`config.mk`:
```
export PLATFORM = sky130hd
export DESIGN_NAME = mlfq_process_selector
export DESIGN_NICKNAME = d
export VERILOG_FILES = /design/src/design/mlfq_pkg.sv /design/src/design/mlfq_process_selector.sv /design/src/design/mlfq_entry_store.sv
export SDC_FILE = /design/constraint.sdc
export NUM_CORES = 2
export LEC_CHECK = 0
export ABC_AREA = 1
export BUFFER_PORTS_ARGS = -buffer_cell sky130_fd_sc_hd__buf_2
export CELL_PAD_IN_SITES_DETAIL_PLACEMENT = 0
export CELL_PAD_IN_SITES_GLOBAL_PLACEMENT = 2
export CORE_MARGIN = 2
export CORE_UTILIZATION = 36
export DETAILED_ROUTE_END_ITERATION = 12
export GPL_TIMING_DRIVEN = 0
export HOLD_SLACK_MARGIN = 0.12
export PLACE_DENSITY = 0.7
export SYNTH_ARGS = -nofsm -noshare
export SYNTH_HDL_FRONTEND = slang
export SYNTH_SLANG_ARGS = --single-unit
```
`constraint.sdc`:
```
create_clock -name clk -period 8.66 [get_ports clk]
set_clock_uncertainty 0.2 [all_clocks]
set_input_delay 1.732 -clock clk [delete_from_list [all_inputs] [get_ports clk]]
set_output_delay 1.732 -clock clk [all_outputs]
set_load 0.02 [all_outputs]
```
`src/design/mlfq_pkg.sv`:
```
// ----------------------------------------------------------------------------
// mlfq_pkg
// shared types and codes of the multilevel feedback queue process selector
// ----------------------------------------------------------------------------
package mlfq_pkg;

  localparam int PID_W   = 16;
  localparam int WAIT_W  = 16;
  localparam int SLOT_FW = 6;
  localparam int LVL_FW  = 2;

  // operation codes on the input beat
  typedef enum logic [2:0] {
    OP_ADMIT     = 3'd0,
    OP_SET_STATE = 3'd1,
    OP_SET_WAIT  = 3'd2,
    OP_PICK      = 3'd3,
    OP_FREE      = 3'd4
  } op_t;

  // requested state codes of a set state beat
  typedef enum logic [1:0] {
    NS_SLEEPING = 2'd0,
    NS_RUNNABLE = 2'd1,
    NS_ZOMBIE   = 2'd2
  } new_state_t;

  // process state held in a table entry
  typedef enum logic [2:0] {
    PS_UNUSED   = 3'd0,
    PS_EMBRYO   = 3'd1,
    PS_SLEEPING = 3'd2,
    PS_RUNNABLE = 3'd3,
    PS_RUNNING  = 3'd4,
    PS_ZOMBIE   = 3'd5
  } pstate_t;

  // sequencer states
  typedef enum logic [2:0] {
    ST_IDLE   = 3'd0,
    ST_SCAN   = 3'd1,
    ST_RMW_RD = 3'd2,
    ST_UPDATE = 3'd3,
    ST_REPLY  = 3'd4
  } fsm_t;

  typedef struct packed {
    logic [2:0]        op;
    logic [SLOT_FW-1:0] slot;
    logic [1:0]        new_state;
    logic [WAIT_W-1:0] io_wait;
    logic [WAIT_W-1:0] cpu_delay;
  } in_beat_t;

  typedef struct packed {
    logic               found;
    logic [SLOT_FW-1:0] chosen_slot;
    logic [PID_W-1:0]   chosen_pid;
    logic [LVL_FW-1:0]  run_level;
  } out_beat_t;

endpackage

```
`src/design/mlfq_process_selector.sv`:
```
// ----------------------------------------------------------------------------
// mlfq_process_selector
// process table with multilevel feedback queue selection of the next process
// ----------------------------------------------------------------------------
// The table of SLOTS entries lives in one synchronous memory with one read
// port; one beat is worked at a time. Admit and pick sweep the whole table,
// one entry per cycle through the read port, then wait for the last read to
// come back and close the sweep before the update and the reply. Set state
// and set wait counts do a read, modify and write of one entry; free and
// undefined codes skip the read and go straight to the update. The result
// goes into an output register, so a new beat is taken while a result still
// waits downstream. In-use bits sit in flip-flops and are cleared by reset at
// once, so the table needs no clearing pass after reset.
module mlfq_process_selector #(
  parameter int SLOTS  = 64,
  parameter int LEVELS = 4
) (
  input  logic                 clk,
  input  logic                 rst_n,
  input  logic                 in_valid,
  output logic                 in_stall,
  input  mlfq_pkg::in_beat_t   in_data,
  output logic                 out_valid,
  input  logic                 out_stall,
  output mlfq_pkg::out_beat_t  out_data
);

  localparam int IW    = $clog2(SLOTS);
  localparam int LW    = $clog2(LEVELS);
  localparam int CNT_W = $clog2(SLOTS + 1);

  // one table entry
  typedef struct packed {
    mlfq_pkg::pstate_t            st;
    logic [LW-1:0]                level;
    logic [mlfq_pkg::WAIT_W-1:0]  io;
    logic [mlfq_pkg::WAIT_W-1:0]  cpu;
    logic [mlfq_pkg::PID_W-1:0]   pid;
  } entry_t;

  localparam int DW = $bits(entry_t);

  // sequencer and beat registers
  mlfq_pkg::fsm_t              state_r, state_nxt;
  mlfq_pkg::in_beat_t          cmd_r;
  logic [mlfq_pkg::PID_W-1:0]  next_pid_r;

  // scan pipeline: address counter, then the registered memory read
  logic [CNT_W-1:0]            scan_cnt_r;
  logic                        pend_r;
  logic [IW-1:0]               idx_r;
  logic                        found_r;
  logic [IW-1:0]               best_idx_r;
  entry_t                      best_r;

  mlfq_pkg::out_beat_t         res_r, res_nxt;
  logic                        out_valid_r;
  mlfq_pkg::out_beat_t         out_data_r;

  // memory port signals
  logic                        rd_en;
  logic [IW-1:0]               rd_addr;
  logic [DW-1:0]               q_data;
  logic                        q_used;
  entry_t                      q_ent;
  logic                        wr_en;
  logic [IW-1:0]               wr_addr;
  entry_t                      wr_ent;
  logic                        clr_en;

  logic                        accept;
  logic                        reply_load;
  logic                        scan_done;
  logic                        cand_take;
  logic [8:0]                  slot_ext;
  logic                        slot_ok;
  logic [IW-1:0]               slot_idx;
  logic [LW-1:0]               admit_lvl;
  logic [8:0]                  best_idx_ext;
  logic [3:0]                  best_lvl_ext;
  logic [3:0]                  admit_lvl_ext;

  // lower level first, then larger io wait, smaller cpu wait, larger pid
  function automatic logic better(entry_t a, entry_t b);
    logic r;
    if (a.level != b.level) begin
      r = (a.level < b.level);
    end else if (a.io != b.io) begin
      r = (a.io > b.io);
    end else if (a.cpu != b.cpu) begin
      r = (a.cpu < b.cpu);
    end else begin
      r = (a.pid > b.pid);
    end
    return r;
  endfunction

  mlfq_entry_store #(
    .DEPTH (SLOTS),
    .DW    (DW)
  ) u_store (
    .clk      (clk),
    .rst_n    (rst_n),
    .rd_en    (rd_en),
    .rd_addr  (rd_addr),
    .q_data   (q_data),
    .q_used   (q_used),
    .wr_en    (wr_en),
    .wr_addr  (wr_addr),
    .wr_data  (DW'(wr_ent)),
    .clr_en   (clr_en),
    .clr_addr (slot_idx)
  );

  assign q_ent = entry_t'(q_data);

  // handshake
  assign in_stall   = (state_r != mlfq_pkg::ST_IDLE);
  assign accept     = in_valid && !in_stall;
  assign reply_load = (state_r == mlfq_pkg::ST_REPLY) && (!out_valid_r || !out_stall);
  assign out_valid  = out_valid_r;
  assign out_data   = out_data_r;

  // addressed slot, ignored when beyond the table
  assign slot_ext = 9'(cmd_r.slot);
  assign slot_ok  = (slot_ext < 9'(SLOTS));
  assign slot_idx = slot_ext[IW-1:0];

  // pids 1 and 2 start at the bottom level
  assign admit_lvl = ((next_pid_r == 16'd1) || (next_pid_r == 16'd2)) ?
                     LW'(LEVELS - 1) : '0;

  // output fields keep only their low bits
  assign best_idx_ext  = 9'(best_idx_r);
  assign best_lvl_ext  = 4'(best_r.level);
  assign admit_lvl_ext = 4'(admit_lvl);

  assign scan_done = (scan_cnt_r == CNT_W'(SLOTS)) && !pend_r;

  // candidate taken from the entry that just came back from memory
  always_comb begin
    cand_take = 1'b0;
    if (pend_r) begin
      if (cmd_r.op == mlfq_pkg::OP_ADMIT) begin
        cand_take = !q_used && !found_r;
      end else begin
        cand_take = q_used && (q_ent.st == mlfq_pkg::PS_RUNNABLE) &&
                    (!found_r || better(q_ent, best_r));
      end
    end
  end

  // next state
  always_comb begin
    state_nxt = state_r;
    unique case (state_r)
      mlfq_pkg::ST_IDLE: begin
        if (accept) begin
          if ((in_data.op == mlfq_pkg::OP_ADMIT) || (in_data.op == mlfq_pkg::OP_PICK)) begin
            state_nxt = mlfq_pkg::ST_SCAN;
          end else if ((in_data.op == mlfq_pkg::OP_SET_STATE) ||
                       (in_data.op == mlfq_pkg::OP_SET_WAIT)) begin
            state_nxt = mlfq_pkg::ST_RMW_RD;
          end else begin
            state_nxt = mlfq_pkg::ST_UPDATE;
          end
        end
      end
      mlfq_pkg::ST_SCAN: begin
        if (scan_done) begin
          state_nxt = mlfq_pkg::ST_UPDATE;
        end
      end
      mlfq_pkg::ST_RMW_RD: begin
        state_nxt = mlfq_pkg::ST_UPDATE;
      end
      mlfq_pkg::ST_UPDATE: begin
        state_nxt = mlfq_pkg::ST_REPLY;
      end
      mlfq_pkg::ST_REPLY: begin
        if (reply_load) begin
          state_nxt = mlfq_pkg::ST_IDLE;
        end
      end
      default: begin
        state_nxt = mlfq_pkg::ST_IDLE;
      end
    endcase
  end

  // memory accesses and the result of the beat
  always_comb begin
    rd_en   = 1'b0;
    rd_addr = slot_idx;
    wr_en   = 1'b0;
    wr_addr = best_idx_r;
    wr_ent  = q_ent;
    clr_en  = 1'b0;
    res_nxt = '0;
    unique case (state_r)
      mlfq_pkg::ST_SCAN: begin
        // one entry per cycle until the counter reaches the table size
        rd_en   = (scan_cnt_r < CNT_W'(SLOTS));
        rd_addr = scan_cnt_r[IW-1:0];
      end
      mlfq_pkg::ST_RMW_RD: begin
        rd_en = slot_ok;
      end
      mlfq_pkg::ST_UPDATE: begin
        unique case (cmd_r.op)
          mlfq_pkg::OP_ADMIT: begin
            if (found_r) begin
              wr_en                = 1'b1;
              wr_ent.st            = mlfq_pkg::PS_EMBRYO;
              wr_ent.level         = admit_lvl;
              wr_ent.io            = '0;
              wr_ent.cpu           = '0;
              wr_ent.pid           = next_pid_r;
              res_nxt.found        = 1'b1;
              res_nxt.chosen_slot  = best_idx_ext[5:0];
              res_nxt.chosen_pid   = next_pid_r;
              res_nxt.run_level    = admit_lvl_ext[1:0];
            end
          end
          mlfq_pkg::OP_PICK: begin
            if (found_r) begin
              wr_en     = 1'b1;
              wr_ent    = best_r;
              wr_ent.st = mlfq_pkg::PS_RUNNING;
              wr_ent.cpu = '0;
              // above the bottom level: demote and clear both counts
              if (best_r.level != LW'(LEVELS - 1)) begin
                wr_ent.level = best_r.level + 1'b1;
                wr_ent.io    = '0;
              end
              res_nxt.found       = 1'b1;
              res_nxt.chosen_slot = best_idx_ext[5:0];
              res_nxt.chosen_pid  = best_r.pid;
              res_nxt.run_level   = best_lvl_ext[1:0];
            end
          end
          mlfq_pkg::OP_SET_STATE: begin
            wr_addr = slot_idx;
            unique case (cmd_r.new_state)
              mlfq_pkg::NS_SLEEPING: begin
                wr_ent.st = mlfq_pkg::PS_SLEEPING;
                wr_en     = slot_ok && q_used;
              end
              mlfq_pkg::NS_RUNNABLE: begin
                wr_ent.st = mlfq_pkg::PS_RUNNABLE;
                wr_en     = slot_ok && q_used;
              end
              mlfq_pkg::NS_ZOMBIE: begin
                wr_ent.st = mlfq_pkg::PS_ZOMBIE;
                wr_en     = slot_ok && q_used;
              end
              default: begin
                // unknown state code is dropped
                wr_ent.st = q_ent.st;
              end
            endcase
          end
          mlfq_pkg::OP_SET_WAIT: begin
            wr_addr    = slot_idx;
            wr_ent.io  = cmd_r.io_wait;
            wr_ent.cpu = cmd_r.cpu_delay;
            wr_en      = slot_ok && q_used;
          end
          mlfq_pkg::OP_FREE: begin
            clr_en = slot_ok;
          end
          default: begin
            // undefined codes leave the table alone
            res_nxt = '0;
          end
        endcase
      end
      default: begin
        rd_en = 1'b0;
      end
    endcase
  end

  // sequencer, scan and pid registers
  always_ff @(posedge clk) begin
    if (!rst_n) begin
      state_r    <= mlfq_pkg::ST_IDLE;
      next_pid_r <= 16'd1;
      scan_cnt_r <= '0;
      pend_r     <= 1'b0;
      found_r    <= 1'b0;
    end else begin
      state_r <= state_nxt;
      if (accept) begin
        scan_cnt_r <= '0;
        pend_r     <= 1'b0;
        found_r    <= 1'b0;
      end else if (state_r == mlfq_pkg::ST_SCAN) begin
        pend_r <= rd_en;
        if (rd_en) begin
          scan_cnt_r <= scan_cnt_r + 1'b1;
        end
        if (cand_take) begin
          found_r <= 1'b1;
        end
      end
      // pid advances only when admit got a slot
      if ((state_r == mlfq_pkg::ST_UPDATE) && (cmd_r.op == mlfq_pkg::OP_ADMIT) && found_r) begin
        next_pid_r <= next_pid_r + 1'b1;
      end
    end
  end

  // beat payload and running best entry
  always_ff @(posedge clk) begin
    if (accept) begin
      cmd_r <= in_data;
    end
    if (state_r == mlfq_pkg::ST_SCAN) begin
      idx_r <= rd_addr;
      if (cand_take) begin
        best_idx_r <= idx_r;
        best_r     <= q_ent;
      end
    end
    if (state_r == mlfq_pkg::ST_UPDATE) begin
      res_r <= res_nxt;
    end
    if (reply_load) begin
      out_data_r <= res_r;
    end
  end

  // output register, loaded when empty or being drained
  always_ff @(posedge clk) begin
    if (!rst_n) begin
      out_valid_r <= 1'b0;
    end else if (reply_load) begin
      out_valid_r <= 1'b1;
    end else if (!out_stall) begin
      out_valid_r <= 1'b0;
    end
  end

  // an accepted beat blocks the input on the next cycle
  a_busy_after_accept: assert property (@(posedge clk) disable iff (!rst_n)
    accept |=> in_stall)
    else $error("input not stalled after accepting a beat");

  // the pid counter moves only on a successful admit
  a_pid_on_admit: assert property (@(posedge clk) disable iff (!rst_n)
    ($past(rst_n) && (next_pid_r != $past(next_pid_r))) |->
    $past((state_r == mlfq_pkg::ST_UPDATE) && (cmd_r.op == mlfq_pkg::OP_ADMIT) && found_r))
    else $error("pid counter changed outside a successful admit");

  // a new result appears only out of the reply state
  a_result_from_reply: assert property (@(posedge clk) disable iff (!rst_n)
    ($past(rst_n) && $rose(out_valid_r)) |-> $past(state_r == mlfq_pkg::ST_REPLY))
    else $error("result beat raised outside the reply state");

  // a table write never lands during the scan
  a_no_write_in_scan: assert property (@(posedge clk) disable iff (!rst_n)
    (state_r == mlfq_pkg::ST_SCAN) |-> (!wr_en && !clr_en))
    else $error("table written while scanning");

endmodule

```
`src/design/mlfq_entry_store.sv`:
```
// ----------------------------------------------------------------------------
// mlfq_entry_store
// process table memory with one registered read port, one write port and
// per-entry in-use bits; an entry not in use reads as all zero
// ----------------------------------------------------------------------------
module mlfq_entry_store #(
  parameter int DEPTH = 64,
  parameter int DW    = 53,
  localparam int AW   = $clog2(DEPTH)
) (
  input  logic          clk,
  input  logic          rst_n,
  input  logic          rd_en,
  input  logic [AW-1:0] rd_addr,
  output logic [DW-1:0] q_data,
  output logic          q_used,
  input  logic          wr_en,
  input  logic [AW-1:0] wr_addr,
  input  logic [DW-1:0] wr_data,
  input  logic          clr_en,
  input  logic [AW-1:0] clr_addr
);

  logic [DW-1:0]    mem_r [DEPTH];
  logic [DW-1:0]    rd_q_r;
  logic             rd_used_r;
  logic [DEPTH-1:0] used_r;

  always_ff @(posedge clk) begin
    if (wr_en) begin
      mem_r[wr_addr] <= wr_data;
    end
    if (rd_en) begin
      rd_q_r <= mem_r[rd_addr];
    end
  end

  always_ff @(posedge clk) begin
    if (!rst_n) begin
      used_r    <= '0;
      rd_used_r <= 1'b0;
    end else begin
      if (wr_en) begin
        used_r[wr_addr] <= 1'b1;
      end else if (clr_en) begin
        used_r[clr_addr] <= 1'b0;
      end
      if (rd_en) begin
        rd_used_r <= used_r[rd_addr];
      end
    end
  end

  assign q_used = rd_used_r;
  assign q_data = rd_used_r ? rd_q_r : '0;

endmodule

```
==> results.txt <==
- Placer Congestion: roughly 1.0
- Chip height: between 600 and 700 um
* Post-synthesis area per instance: between 10 and 15 um^2
* Post-CTS sizing: 0
- Post-CTS setup buffer count: 0
- The worst hold path belongs to the class reg -> reg.
- Number of warnings reported in the yosys synthesis log: 0
* Number of standard cells in the final layout excluding fillers: 18400
- Setup Crit Path Kind: reg -> reg
* Cell Count Post-Placement: 17700
* Post-Synthesis Net Count: between 10000 and 15000
* Die area: roughly 420000 um^2
- Worst hold endpoint: out_data[4]
- Worst IR drop on VDD: about 240 uV
- Worst Path Arrival: 7040 ps
- Counting flops with an async set or reset pin after synthesis yields a share of 0.
- The count of final hold-check violations came to 0.
- Cell count after synthesis: ~12000
- Starting utilization of the core area: 0.361
* Average wire per cell in the routed design: about 36 um
* Fraction of the mapped netlist area in compound gates: 0.109
- Via count: 108000
- Synth-to-layout area growth: 18.0%
- PnR worst setup slack: roughly 2200 ps
- In this run the tool buffered the top-level ports with 73 buffer cells.
* EDFF count, synth: between 3000 and 4000
* Met1 track demand over resource in global routing: 0.419
- Count of standard-cell rows: approximately 240
* Leakage power figure: between 50 and 60 nW
* Tcrit/Tclk final: 0.744
- In this run the power density over the cells is around 390 nW/um^2.
- Synthesized-area fraction occupied by xor and xnor cells: 0.000118
- Fraction of the mapped netlist area in adder cells: 0.00499
- CTS built an H-tree with a depth of 5.
* Final antenna-violating net count: 0
* TritonCTS buffer count: roughly 410
- In this run, the number of DRC markers left after iteration 0 of detailed routing was ~17000.
* Total wirelength of the detailed-routed design: about 670000 um
- For this run, the leading register cell type out of synthesis is sky130_fd_sc_hd__edfxtp_1.
- RSZ-0062 raised after global routing: false
* Req. time, crit path: just over 9000 ps
* Most common library cell in the layout ignoring fill and taps: sky130_fd_sc_hd__edfxtp_1
* Kind of start point of the critical path: flip-flop
- The final layout contains 12700 nets.
* Origin of the worst setup path: state_r[1]
- The initial antenna violation count is between 70 and 80.
- Register-to-register path setup slack: ~2200 ps
- Hold-critical path depth: 0
* Number of primary I/O pins: 74
* Via count normalized by instance count: 5.87
- Fin. max-slew vios: between 40 and 50
- CTS tree: yes
- The cell area that synthesis handed to floorplanning was ~150000 um^2.
- Placed wire-length estimate: 465000 um
- DRC Markers: 0
- Global Route Usage Sum: 0.315
- The top cell types in the final layout, fill and taps aside, are sky130_fd_sc_hd__edfxtp_1 (3600), sky130_fd_sc_hd__nor2_1 (2087), sky130_fd_sc_hd__o21ai_0 (1795), sky130_fd_sc_hd__nand2_1 (1451), sky130_fd_sc_hd__clkbuf_1 (635).
- Clock tree synthesis found a total of around 3700 sinks.
- Worst slack at placement: 2610 ps
* Critical hold path startpoint: res_r[4]
* Sequential cell area fraction in the yosys report: 0.743
- STA classifies the critical path endpoint as a flip-flop.
- For this run, the top clock speed supported by timing is approximately 160 MHz.
- Entering global routing, the biggest net connects 65 pins.
- Yosys cell types: between 40 and 50
* Final cell utilization of the core: 0.427
- DRT Pass-1 Iters: 8
- Startpoint of the most critical register-to-register path: state_r[1]
- In this run the standard cell core region covers around 410000 um^2.
* Cells on worst reg2reg path: 13
- In the final layout, the share of cells above drive strength 1 is 0.0917.
- Die W: between 600 and 700 um
* Worst-Skew Late Latency: approximately 1000 ps
- In the global route stage, met2 resource usage came out at 0.468.
* Crit path max fanout: 10
- Total Power Consumption: just under 70 mW
- Most utilized layer in the global route result: met2
- Clock period minus worst slack: approximately 6400 ps
* Worst reg2reg endpoint: u_store.rd_q_r[19]
* Slew margin rel.: -0.0797
- Measured against the total synthesized area, the mux share comes to 0.
- Cts-stage hold buffer count: 0
* Met3 track demand over resource in global routing: 0.0748
- The longest clock path from root to sink contains 4 buffers.
* Flops & latches, synth: approximately 3700
* # Max-Cap Violations: 4
* Total gr overflow: 0
- Cell at the root of the clock tree: sky130_fd_sc_hd__clkbuf_16
- The number of global-route vias before repair came to roughly 100k.
- Failing checks: max-capacitance violations, max-slew violations
- First-pass GRT wire length: 888000 um
- Setup violations remaining at the end of the flow were counted as 0.
* Clock Pin Slew Worst Setup and Hold Paths: 60 ps
- The run finished, with violations left.
* Largest family of logic cells by synthesized area: simple AND/OR/NAND/NOR gates
- At the pin with the least slew margin, the transition time is ~1600 ps.
- Area fraction in and, or, nand and nor cells after synthesis: 0.113
flip-flops by register name (all words and copies together), names as in the netlist, 7 cells and up:
name            cells
u_store.mem_r    3392
u_store.rd_q_r     53
next_pid_r         16
out_data           25
cmd_r              37
res_r              25
best_r             48
scan_cnt_r          7
u_store.used_r     64
critical path: stages, from the launching register on:
cell                       delay, ps
sky130_fd_sc_hd__dfxtp_1         340
sky130_fd_sc_hd__inv_1           190
sky130_fd_sc_hd__nand3_4         170
sky130_fd_sc_hd__buf_2           230
sky130_fd_sc_hd__nand2_1          70
sky130_fd_sc_hd__o21ai_0         370
sky130_fd_sc_hd__buf_2           520
sky130_fd_sc_hd__inv_2           700
sky130_fd_sc_hd__clkbuf_2        810
sky130_fd_sc_hd__clkbuf_1        910
sky130_fd_sc_hd__nand3_1         190
sky130_fd_sc_hd__nand3_1         310
sky130_fd_sc_hd__nand3_1         670
sky130_fd_sc_hd__nand2_1         480
cells by family (layout without fill, tap and decap cells):
kind of cell / after synthesis / count (layout)
buf+inv: 1108 / 2150
flops: 3694 / 3694
simple gates: 4209 / 4209
compound gates: 2847 / 2847
other cells: 0 / 29
fa+ha+maj: 59 / 59
xor+xnor: 2 / 2
worst max-delay path by stage:
stage	end	slack (ps)
2_1_floorplan	u_store.mem_r[0][10]	3820
3_3_place_gp	u_store.mem_r[45][29]	-6100
3_5_place_dp	u_store.rd_q_r[19]	2610
4_1_cts	u_store.rd_q_r[19]	2610
5_1_grt	u_store.rd_q_r[19]	2380
6_report	u_store.rd_q_r[19]	2220
cell usage after synthesis (16+ instances only):
cell | count | area (um^2)
sky130_fd_sc_hd__edfxtp_1 | 3600 | 108000
sky130_fd_sc_hd__nor3_1 | 25 | 125
sky130_fd_sc_hd__a21oi_1 | 108 | 541
sky130_fd_sc_hd__buf_2 | 122 | 611
sky130_fd_sc_hd__o211ai_1 | 533 | 4000
sky130_fd_sc_hd__inv_1 | 314 | 1180
sky130_fd_sc_hd__nand2_1 | 1452 | 5450
sky130_fd_sc_hd__buf_1 | 64 | 240
sky130_fd_sc_hd__nand3_1 | 608 | 3040
sky130_fd_sc_hd__o221ai_1 | 16 | 140
sky130_fd_sc_hd__nor2_1 | 2089 | 7840
sky130_fd_sc_hd__dfxtp_1 | 94 | 1880
sky130_fd_sc_hd__o21ai_0 | 1828 | 9150
sky130_fd_sc_hd__ha_1 | 59 | 738
sky130_fd_sc_hd__o22ai_1 | 336 | 2100
sky130_fd_sc_hd__clkbuf_1 | 597 | 2240
layout make-up:
cell class,instances,area (um^2)
fill,37800,235000
sequential,3694,110000
multi-input combinational,7117,34400
clock buffer,490,10700
tap,5451,6820
timing repair buffer,288,5350
buffer,784,3140
clock inverter,264,2680
inverter,324,1460
antenna,29,72.6
per-stage QoR:
step / setup TNS [ps] / area, um^2 / hold WS [ps]
final: 0 / 175000 / 217
after global routing: 0 / 175000 / 229
after CTS: 0 / 175000 / 216
after detailed placement: 0 / 161000 / 205
after global placement: -9347250 / 155000 / 202
after floorplan: 0 / 148000 / 200
report_power, final:
part | internal, mW | switching [mW]
logic | 6.04 | 22.9
registers | 21.0 | 0.136
clock network | 10.2 | 7.45
metal layers:
layer  part of all wire  up-vias  wire, um
met3               0.11     1264     75000
met5           0.000034        -        23
li1                   -    44800         -
met1               0.39    55300    262000
met4              0.072        4     48300
met2               0.43     6894    288000
(Power assumes the default switching activity.)
